## config.mk

```make
export PLATFORM = sky130hd
export DESIGN_NAME = usb_control_endpoint_sequencer
export DESIGN_NICKNAME = d
export VERILOG_FILES = /design/src/hdl/ucep_pkg.sv /design/src/hdl/usb_control_endpoint_sequencer.sv /design/src/hdl/ucep_step.sv
export SDC_FILE = /design/constraint.sdc
export NUM_CORES = 1
export LEC_CHECK = 0
export BUFFER_PORTS_ARGS = -buffer_cell sky130_fd_sc_hd__clkbuf_2
export CAP_MARGIN = 20
export CORE_ASPECT_RATIO = 0.6
export CORE_MARGIN = 3
export CORE_UTILIZATION = 50
export CTS_CLUSTER_DIAMETER = 60
export CTS_CLUSTER_SIZE = 40
export DETAILED_ROUTE_END_ITERATION = 8
export GPL_TIMING_DRIVEN = 0
export PLACE_DENSITY = 0.71
export SYNTH_ARGS = -nofsm -noshare
export SYNTH_HDL_FRONTEND = slang
export SYNTH_SLANG_ARGS = --single-unit
```

## constraint.sdc

```tcl
create_clock -name clk -period 7.7 [get_ports clk]
set_input_delay 0.77 -clock clk [delete_from_list [all_inputs] [get_ports clk]]
set_output_delay 0.77 -clock clk [all_outputs]
set_load 0.05 [all_outputs]
```

## src/hdl/ucep_pkg.sv

```systemverilog
// shared types, codes and constants for the usb control endpoint sequencer
package ucep_pkg;

  localparam int PACKET_BYTES = 64;
  localparam int MAX_TRANSFER = 4096;

  localparam int OP_W   = 3;
  localparam int BYTE_W = 8;
  localparam int PLEN_W = 7;
  localparam int TLEN_W = 13;
  localparam int ACT_W  = 3;
  localparam int MODE_W = 3;

  localparam logic [TLEN_W-1:0] PKT_LEN = TLEN_W'(PACKET_BYTES);
  localparam logic [TLEN_W-1:0] MAX_LEN = TLEN_W'(MAX_TRANSFER);

  localparam logic [BYTE_W-1:0] RT_STD_DEVICE    = 8'h00;
  localparam logic [BYTE_W-1:0] RT_STD_INTERFACE = 8'h01;
  localparam logic [BYTE_W-1:0] REQ_SET_ADDRESS  = 8'd5;
  localparam logic [BYTE_W-1:0] REQ_SET_CONFIG   = 8'd9;
  localparam logic [BYTE_W-1:0] REQ_SET_IFACE    = 8'd11;
  localparam int                RT_DIR_BIT       = 7;

  typedef enum logic [OP_W-1:0] {
    OP_BUS_RESET = 3'd0,
    OP_SETUP     = 3'd1,
    OP_OUT_RX    = 3'd2,
    OP_IN_SENT   = 3'd3,
    OP_START     = 3'd4,
    OP_CANCEL    = 3'd5
  } op_t;

  typedef enum logic [MODE_W-1:0] {
    MODE_IDLE     = 3'd0,
    MODE_DATA_IN  = 3'd1,
    MODE_DATA_OUT = 3'd2,
    MODE_ADDRESS  = 3'd3,
    MODE_STATUS   = 3'd4
  } mode_t;

  typedef enum logic [ACT_W-1:0] {
    ACT_NONE       = 3'd0,
    ACT_STATUS_IN  = 3'd1,
    ACT_STATUS_OUT = 3'd2,
    ACT_STALL      = 3'd3,
    ACT_ARM_OUT    = 3'd4,
    ACT_TX         = 3'd5
  } act_t;

  typedef struct packed {
    logic [OP_W-1:0]   operation;
    logic [BYTE_W-1:0] request_type;
    logic [BYTE_W-1:0] request_code;
    logic [PLEN_W-1:0] packet_length;
    logic [TLEN_W-1:0] transfer_length;
    logic              direction_in;
    logic              partial;
  } step_in_t;

  typedef struct packed {
    mode_t             mode;
    logic [TLEN_W-1:0] position;
    logic [TLEN_W-1:0] end_length;
    logic              partial_flag;
    logic              transfer_active;
    logic              configured;
  } ctrl_state_t;

  typedef struct packed {
    act_t              action;
    logic [PLEN_W-1:0] tx_length;
    logic              apply_address;
    logic              request_to_app;
    logic              now_configured;
    logic              transfer_done;
    logic [TLEN_W-1:0] transferred_bytes;
    logic              rejected;
    mode_t             control_mode;
  } step_result_t;

endpackage

```

## src/hdl/usb_control_endpoint_sequencer.sv

```systemverilog
// top level of the usb control endpoint sequencer
//
//   channel  direction  handshake             words
//   in_      input      in_valid / in_ready   one endpoint event
//   out_     output     out_valid / out_ready one result per event
//
// the step logic reads the event ports and the state registers, and the result
// lands in the output register at the accept edge
// a new event is accepted every cycle while the output register is empty or
// being taken; a stalled result holds and blocks only further events
// synchronous active-low reset returns the endpoint to idle, not configured
module usb_control_endpoint_sequencer (
  input  logic                         clk,
  input  logic                         rst_n,
  input  logic                         in_valid,
  output logic                         in_ready,
  input  logic [ucep_pkg::OP_W-1:0]    in_operation,
  input  logic [ucep_pkg::BYTE_W-1:0]  in_request_type,
  input  logic [ucep_pkg::BYTE_W-1:0]  in_request_code,
  input  logic [ucep_pkg::PLEN_W-1:0]  in_packet_length,
  input  logic [ucep_pkg::TLEN_W-1:0]  in_transfer_length,
  input  logic                         in_direction_in,
  input  logic                         in_partial,
  output logic                         out_valid,
  input  logic                         out_ready,
  output logic [ucep_pkg::ACT_W-1:0]   out_action,
  output logic [ucep_pkg::PLEN_W-1:0]  out_tx_length,
  output logic                         out_apply_address,
  output logic                         out_request_to_app,
  output logic                         out_now_configured,
  output logic                         out_transfer_done,
  output logic [ucep_pkg::TLEN_W-1:0]  out_transferred_bytes,
  output logic                         out_rejected,
  output logic [ucep_pkg::MODE_W-1:0]  out_control_mode
);
  import ucep_pkg::*;

  step_in_t     step_in;
  ctrl_state_t  st_r;
  ctrl_state_t  st_nxt;
  step_result_t res;
  step_result_t res_r;
  logic         out_valid_r;
  logic         in_accept;

  assign step_in.operation       = in_operation;
  assign step_in.request_type    = in_request_type;
  assign step_in.request_code    = in_request_code;
  assign step_in.packet_length   = in_packet_length;
  assign step_in.transfer_length = in_transfer_length;
  assign step_in.direction_in    = in_direction_in;
  assign step_in.partial         = in_partial;

  ucep_step u_step (
    .step_in (step_in),
    .st      (st_r),
    .st_nxt  (st_nxt),
    .res     (res)
  );

  assign in_ready  = !out_valid_r || out_ready;
  assign in_accept = in_valid && in_ready;

  // all-zero state is idle, not configured
  always_ff @(posedge clk) begin
    if (!rst_n) begin
      st_r <= '0;
      out_valid_r <= 1'b0;
    end else begin
      if (in_accept) begin
        st_r <= st_nxt;
        out_valid_r <= 1'b1;
      end else if (out_ready) begin
        out_valid_r <= 1'b0;
      end
    end
  end

  // result payload, no reset
  always_ff @(posedge clk) begin
    if (in_accept) begin
      res_r <= res;
    end
  end

  assign out_valid             = out_valid_r;
  assign out_action            = res_r.action;
  assign out_tx_length         = res_r.tx_length;
  assign out_apply_address     = res_r.apply_address;
  assign out_request_to_app    = res_r.request_to_app;
  assign out_now_configured    = res_r.now_configured;
  assign out_transfer_done     = res_r.transfer_done;
  assign out_transferred_bytes = res_r.transferred_bytes;
  assign out_rejected          = res_r.rejected;
  assign out_control_mode      = res_r.control_mode;

  a_accept_gives_result: assert property (@(posedge clk) disable iff (!rst_n)
    in_accept |=> out_valid)
    else $error("accepted word produced no result");

  a_tx_length_only_on_tx: assert property (@(posedge clk) disable iff (!rst_n)
    out_valid && (out_action != ACT_TX) |-> out_tx_length == '0)
    else $error("tx length set without transmit");

  a_done_not_continuing: assert property (@(posedge clk) disable iff (!rst_n)
    out_valid && out_transfer_done |->
      (out_action != ACT_TX) && (out_action != ACT_ARM_OUT) && !out_rejected)
    else $error("finished transfer still continuing");

  a_ready_in_status: assert property (@(posedge clk) disable iff (!rst_n)
    out_valid && out_now_configured |-> out_control_mode == MODE_STATUS)
    else $error("configured outside status stage");

  a_idle_no_transfer: assert property (@(posedge clk) disable iff (!rst_n)
    (st_r.mode == MODE_IDLE) || (st_r.mode == MODE_ADDRESS) |-> !st_r.transfer_active)
    else $error("transfer active outside a data mode");

endmodule

```

## src/hdl/ucep_step.sv

```systemverilog
// next-state and result logic for one endpoint event
module ucep_step (
  input  ucep_pkg::step_in_t     step_in,
  input  ucep_pkg::ctrl_state_t  st,
  output ucep_pkg::ctrl_state_t  st_nxt,
  output ucep_pkg::step_result_t res
);
  import ucep_pkg::*;

  logic [TLEN_W-1:0] rem;
  logic [TLEN_W-1:0] plen_ext;
  logic [TLEN_W-1:0] copied;
  logic [TLEN_W-1:0] out_pos;
  logic [TLEN_W-1:0] sent;
  logic [TLEN_W-1:0] in_pos;
  logic [TLEN_W-1:0] in_rem;
  logic [TLEN_W-1:0] in_tx;
  logic [TLEN_W-1:0] start_len;
  logic [TLEN_W-1:0] start_tx;
  mode_t             want_mode;

  assign rem       = st.end_length - st.position;
  assign plen_ext  = TLEN_W'(step_in.packet_length);
  assign copied    = (plen_ext < rem) ? plen_ext : rem;
  assign out_pos   = st.position + copied;
  assign sent      = (rem < PKT_LEN) ? rem : PKT_LEN;
  assign in_pos    = st.position + sent;
  assign in_rem    = st.end_length - in_pos;
  assign in_tx     = (in_rem < PKT_LEN) ? in_rem : PKT_LEN;
  assign start_len = (step_in.transfer_length < MAX_LEN) ? step_in.transfer_length : MAX_LEN;
  assign start_tx  = (start_len < PKT_LEN) ? start_len : PKT_LEN;
  assign want_mode = step_in.direction_in ? MODE_DATA_IN : MODE_DATA_OUT;

  always_comb begin
    st_nxt = st;
    res = '0;
    res.action = ACT_NONE;
    res.control_mode = MODE_IDLE;
    unique case (op_t'(step_in.operation))
      OP_BUS_RESET: begin
        st_nxt = '0;
        st_nxt.mode = MODE_IDLE;
      end
      OP_SETUP: begin
        st_nxt.transfer_active = 1'b0;
        if (step_in.request_type == RT_STD_DEVICE && step_in.request_code == REQ_SET_ADDRESS) begin
          res.action = ACT_STATUS_IN;
          st_nxt.mode = MODE_ADDRESS;
        end else if (step_in.request_type == RT_STD_DEVICE &&
                     step_in.request_code == REQ_SET_CONFIG) begin
          res.action = ACT_STATUS_IN;
          st_nxt.mode = MODE_STATUS;
          res.now_configured = !st.configured;
          st_nxt.configured = 1'b1;
        end else if (step_in.request_type == RT_STD_INTERFACE &&
                     step_in.request_code == REQ_SET_IFACE) begin
          res.action = ACT_STATUS_IN;
          st_nxt.mode = MODE_STATUS;
        end else begin
          st_nxt.mode = step_in.request_type[RT_DIR_BIT] ? MODE_DATA_IN : MODE_DATA_OUT;
          res.request_to_app = 1'b1;
        end
      end
      OP_OUT_RX: begin
        if (st.mode == MODE_DATA_OUT) begin
          if (st.transfer_active) begin
            st_nxt.position = out_pos;
            if (out_pos < st.end_length && copied >= PKT_LEN) begin
              res.action = ACT_ARM_OUT;
            end else begin
              res.transfer_done = 1'b1;
              res.transferred_bytes = out_pos;
              st_nxt.transfer_active = 1'b0;
              if (!st.partial_flag) begin
                res.action = ACT_STATUS_IN;
                st_nxt.mode = MODE_STATUS;
              end
            end
          end
        end else begin
          st_nxt.transfer_active = 1'b0;
          st_nxt.mode = MODE_IDLE;
          res.action = ACT_STALL;
        end
      end
      OP_IN_SENT: begin
        if (st.mode == MODE_DATA_IN) begin
          if (st.transfer_active) begin
            st_nxt.position = in_pos;
            if (in_pos < st.end_length || (!st.partial_flag && sent == PKT_LEN)) begin
              res.action = ACT_TX;
              res.tx_length = in_tx[PLEN_W-1:0];
            end else begin
              res.transfer_done = 1'b1;
              res.transferred_bytes = in_pos;
              st_nxt.transfer_active = 1'b0;
              if (!st.partial_flag) begin
                res.action = ACT_STATUS_OUT;
                st_nxt.mode = MODE_STATUS;
              end
            end
          end
        end else begin
          res.apply_address = (st.mode == MODE_ADDRESS);
          st_nxt.transfer_active = 1'b0;
          st_nxt.mode = MODE_IDLE;
          res.action = ACT_STALL;
        end
      end
      OP_START: begin
        if (st.transfer_active || st.mode != want_mode) begin
          res.rejected = 1'b1;
        end else begin
          st_nxt.position = '0;
          st_nxt.end_length = start_len;
          st_nxt.partial_flag = step_in.partial;
          st_nxt.transfer_active = 1'b1;
          if (step_in.direction_in) begin
            res.action = ACT_TX;
            res.tx_length = start_tx[PLEN_W-1:0];
          end else begin
            res.action = ACT_ARM_OUT;
          end
        end
      end
      OP_CANCEL: begin
        st_nxt.transfer_active = 1'b0;
      end
      default: begin
      end
    endcase
    res.control_mode = st_nxt.mode;
  end

endmodule

```

Yosys cells after proc, flatten, opt, wreduce, memory -nomap -nowiden
Index checks and enable logic that the tools add are counted.

Add/sub/neg operators: 4. Order comparisons: 8. Equal/unequal tests: 21. Multiplexer cells: 62. Bitwise gates (word level): 3. Reduce and logical (&&, ||, !) cells: 27.

Operators with widths (count): 2-to-1 mux 14 bit (6); 2-to-1 mux 13 bit (5); case mux 14 bit (2 select lines) (2); case mux 13 bit (4 select lines) (1); 2-to-1 mux 3 bit (15); < comparator 13 x 7 -> 1 bit (second input constant) (3); 2-to-1 mux 7 bit (5); 2-to-1 mux 16 bit (2); 2-to-1 mux 28 bit (1); adder 13 bit (2); < comparator 13 bit (2); subtractor 13 bit (2); case mux 3 bit (4 select lines) (2); 2-to-1 mux 10 bit (2); == test 8 x 4 -> 1 bit (second input constant) (2); 2-to-1 mux 1 bit (15); case mux 7 bit (2 select lines) (1); == test 13 x 7 -> 1 bit (second input constant) (1); >= comparator 13 x 7 -> 1 bit (second input constant) (1); < comparator 13 bit (second input constant) (1); < comparator 7 x 13 -> 1 bit (1); == test 3 x 2 -> 1 bit (second input constant) (4); OR reduction 3 bit (3); == test 8 x 1 -> 1 bit (second input constant) (1); 21 further kinds (45).

Flip-flop bits (word level): 64. Input bits: 45. Output and inout bits: 33. Word-level logic and storage cells: 141.

Logic depth before layout (Yosys ltp)
Depth in word-level cells: 11. Depth in mapped cells: 37. Mapped depth without buffers: 35.

By module
Synthesis repeated with hierarchy kept, for this count alone.

Cells, all modules: 745. Area total of the unflattened synthesis: 6291.0 sq um.

By module, submodules not included: ucep_step (times used 1, cells each 570, area an instance 4002.6 sq um, sequential area each 0.0 sq um); usb_control_endpoint_sequencer (times used 1, cells each 175, area an instance 2288.4 sq um, sequential area each 1591.5 sq um).

Worst setup path before layout
OpenSTA, ideal clock, no wires.

Kind: reg2reg. Start point: reg st_r[3] (netlist name). End point: reg res_r (netlist bit out_transferred_bytes[6]), data pin. Setup time: 0.267 ns. Arrival time: 6.204 ns. Required time: 7.433 ns. Path slack: 1.230 ns. Cell stages (with the launch flop): 36. Path buffers: 2. Period minus slack after synthesis: 6.470 ns. Cell sequence: dfxtp_1 > inv_1 > ha_1 > fa_1 > nor2b_1 > o2111ai_1 > nand3_1 > nor2b_1 > inv_1 > ha_1 > nand2_1 > a21oi_1 > a211o_1 > nand4_1 > clkbuf_1 > o21ai_0 > ha_1 > fa_1 > a21o_1 > a21oi_1 > nor2b_1 > o21a_1 > o311a_1 > nor3_1 > xor2_1 > inv_1 > ha_1 > nor2b_1 > o21ai_0 > nand2b_1 > a21oi_1 > o21ai_0 > nor2_1 > or2_1 > clkbuf_1 > o22ai_1.

RTL lines: start, declared (RTL line usb_control_endpoint_sequencer.sv:39) `ctrl_state_t st_r;`; start signal, assigned (RTL line usb_control_endpoint_sequencer.sv:71) `st_r <= st_nxt;`; end signal, assigned (RTL line usb_control_endpoint_sequencer.sv:82) `res_r <= res;`; end, declared (RTL line usb_control_endpoint_sequencer.sv:42) `step_result_t res_r;`.

==> impl_results.md <==
- P_leak: about 3.0 nW
- Core area: between 0.01 and 0.015 sq mm
- Setup Viol. Count Final: 0
- WL/cell: between 15 and 20 microns
- Port Buf Inserts: 76
- Final Util: 61.2%
- Final Skew: 0.0114 ns
- Crit path max fanout: 10
- Fin. max-slew vios: 0
- Final hold violations: 0
- Cell Area, Placed: between 0.006 and 0.007 sq mm
- Finished layout cell area: between 0.007 and 0.008 sq mm
- DRT iter0 DRCs: around 660
- Number of routed nets with antenna violations: 0
- Power Density: ~160 mW/mm^2
- Yosys top cell area share: between 15 and 20%
- Slowest-stage cell, CP: ha_1
- Global-route wire length before repair: about 29 mm
- Nets: 933
- Status: complete, no violations
- Starting density of the core: 52.1%
- Cell variety after synth: 74
- # clock sinks: 64
- Area Growth Syn to Fin: 17.6%
- Setup Slack @ Placement: -0.396 ns
- CTS clk-pin slew, worst paths: around 0.060 ns
- CTS tree: done
- Crit path from: st_r[3]$_SDFFE_PN0P_
- TNS Setup: 0 ns
- Slew @ Worst Pin: about 0.96 ns
- Gpl congestion: roughly 0.96
- All-layer global routing usage: between 20% and 30%
- # rows: 30
- Synth warnings: 0
- Die X: between 100 and 150 microns
- Tcrit/Tclk final: around 95%
- Largest net degree at the start of global routing: 19
- Final HPWL DP: 15.1 mm
- Max Freq: ~140 MHz
- Die Height: 90.7 microns
- Req. time, crit path: slightly below 8 ns
- DRC viols: 0
- Via/cell ratio: between 6 and 7
- DRT Pass-1 Iters: 5
- Initial antenna violation count: 0
- Root buf cell: clkbuf_16
- H-tree levels: 3
- Post-layout min period: ~7.3 ns
- Ports: 78
- Total gr overflow: 0
- Hold Crit Class: flop to flop
- WP data arrival: ~7.5 ns
- Vias: slightly above 6000
- Syn Inst Count: just over 700
- Maximum resistive drop on vdd: 0.101 mV
- Largest area contributor in the netlist: edfxtp_1
- Sequential area share after synthesis: a little over a quarter
- Synth Area per Inst: ~8.4 sq um
- Synth top area cells: edfxtp_1, ha_1, dfxtp_1
- Share of cells above drive strength 1: ~16%
- WHS: between 0.4 and 0.5 ns
- Clk Latency, worst-skew pair: between 0.3 and 0.4 ns
- Rel. slew slack: a little over a third
- Synth async-reset ratio: 0%
- Vias in the first global route: 5518
- Total Power: roughly 1.1 mW
- Start of the worst register-to-register path: st_r[3]$_SDFFE_PN0P_
- Synthesized area: 0.00598 sq mm
- Count leader, synth: ha_1
- List of most frequent post-synthesis cells: ha_1, nand2_1, inv_1, nor2_1, o21ai_0
- Die ar.: 0.0134 sq mm
- Kind of critical path: flop to flop
- Flip-flop and latch area: around 0.0016 sq mm
- Final worst setup slack: roughly 0.35 ns
- Clk buf depth: 2
- Placed insts: 960
- Non-filler cells, final: roughly 980
- Primary FF master, synth: dfxtp_1
- Total Wirelength: 18.7 mm
- CP Launch Type: flop
- Setup crit end kind: flop
- # diodes: 0
- CTS buffer count: 9
- Fill cell total of the finished layout: about 1000
- Crit path top cell by count: ha_1
- EDFF count, synth: 31
- Multi-input gate area: 0.00421 sq mm
- Yosys reg bits: 64
- Hold_sp: st_r[0]$_SDFFE_PN0P_
- Number of max-cap violations: 0
- CP max stage delay: roughly 0.43 ns
-- registers in the layout, summed over array words and instances (netlist names), 3 cells and up --
signal	flops
out_action	3
out_control_mode	3
out_transferred_bytes	13
out_tx_length	7
st_r	32
-- final cells by class --
type,count,share of cell area (%)
Clock inverter,7,0.854
Clock buffer,9,3.20
Buffer,20,1.35
Timing Repair Buffer,85,6.47
Sequential cell,64,22.6
Multi-Input combinational cell,586,59.9
Inverter,52,2.77
Tap cell,160,2.85
-- power breakdown --
part	total (mW)	internal, mW	switching [mW]
logic	0.347	0.128	0.220
clock network	0.393	0.223	0.170
registers	0.376	0.369	0.00697
total	1.12	0.720	0.396
-- kinds of logic after synthesis --
group | count (synthesis) | share of synthesized area (%)
buffers and inverters | 73 | 4.85
DFF | 64 | 26.6
and+or+nand+nor | 251 | 21.7
adders and majority gates | 70 | 15.1
AOI/OAI and AO/OA | 214 | 25.2
other | 1 | 0.0627
xor gates and xnor gates | 31 | 4.66
muxes | 10 | 1.76
-- metal layers --
metal	up-vias	track usage, %	routed length [microns]
met5	-	0	0
met3	32	7.97	1900
met4	0	5.50	247
met1	2875	40.8	8850
li1	2875	-	-
met2	276	39.4	7750
-- layout by cell type (no fill, tap or decap), types with 15 or more instances in the layout --
master / n
a21oi_1: 36
clkbuf_1: 15
clkbuf_2: 76
dfxtp_1: 33
edfxtp_1: 31
ha_1: 66
inv_1: 52
nand2_1: 58
nand3_1: 23
nor2_1: 48
nor2b_1: 19
nor3_1: 16
o21ai_0: 43
xor2_1: 20
-- final timing paths --
kind,cells after the start,slack (ns),end
max,28,0.35,out_transferred_bytes[4]$_DFFE_PP_
min,2,0.46,st_r[0]$_SDFFE_PN0P_
max reg2reg,28,0.35,out_transferred_bytes[4]$_DFFE_PP_
min reg2reg,2,0.46,st_r[0]$_SDFFE_PN0P_
-- worst max-delay path, delay by kind of cell (launching register included) --
family          cells  cell delay, ns
flops               1            0.40
compound gates     11            2.60
buf+inv             4            0.61
xor+xnor            1            0.12
simple gates        8            2.04
fa+ha+maj           4            1.38
-- timing repair --
| action | in CTS | in global routing |
|---|---|---|
| setup endpoints to repair | 23 | 28 |
| hold buffers | 0 | 0 |
| buffers inserted | 0 | 8 |
| gates resized for setup | 5 | 18 |
| pin swaps | 0 | 5 |
Power figures use the tool's default switching activity.
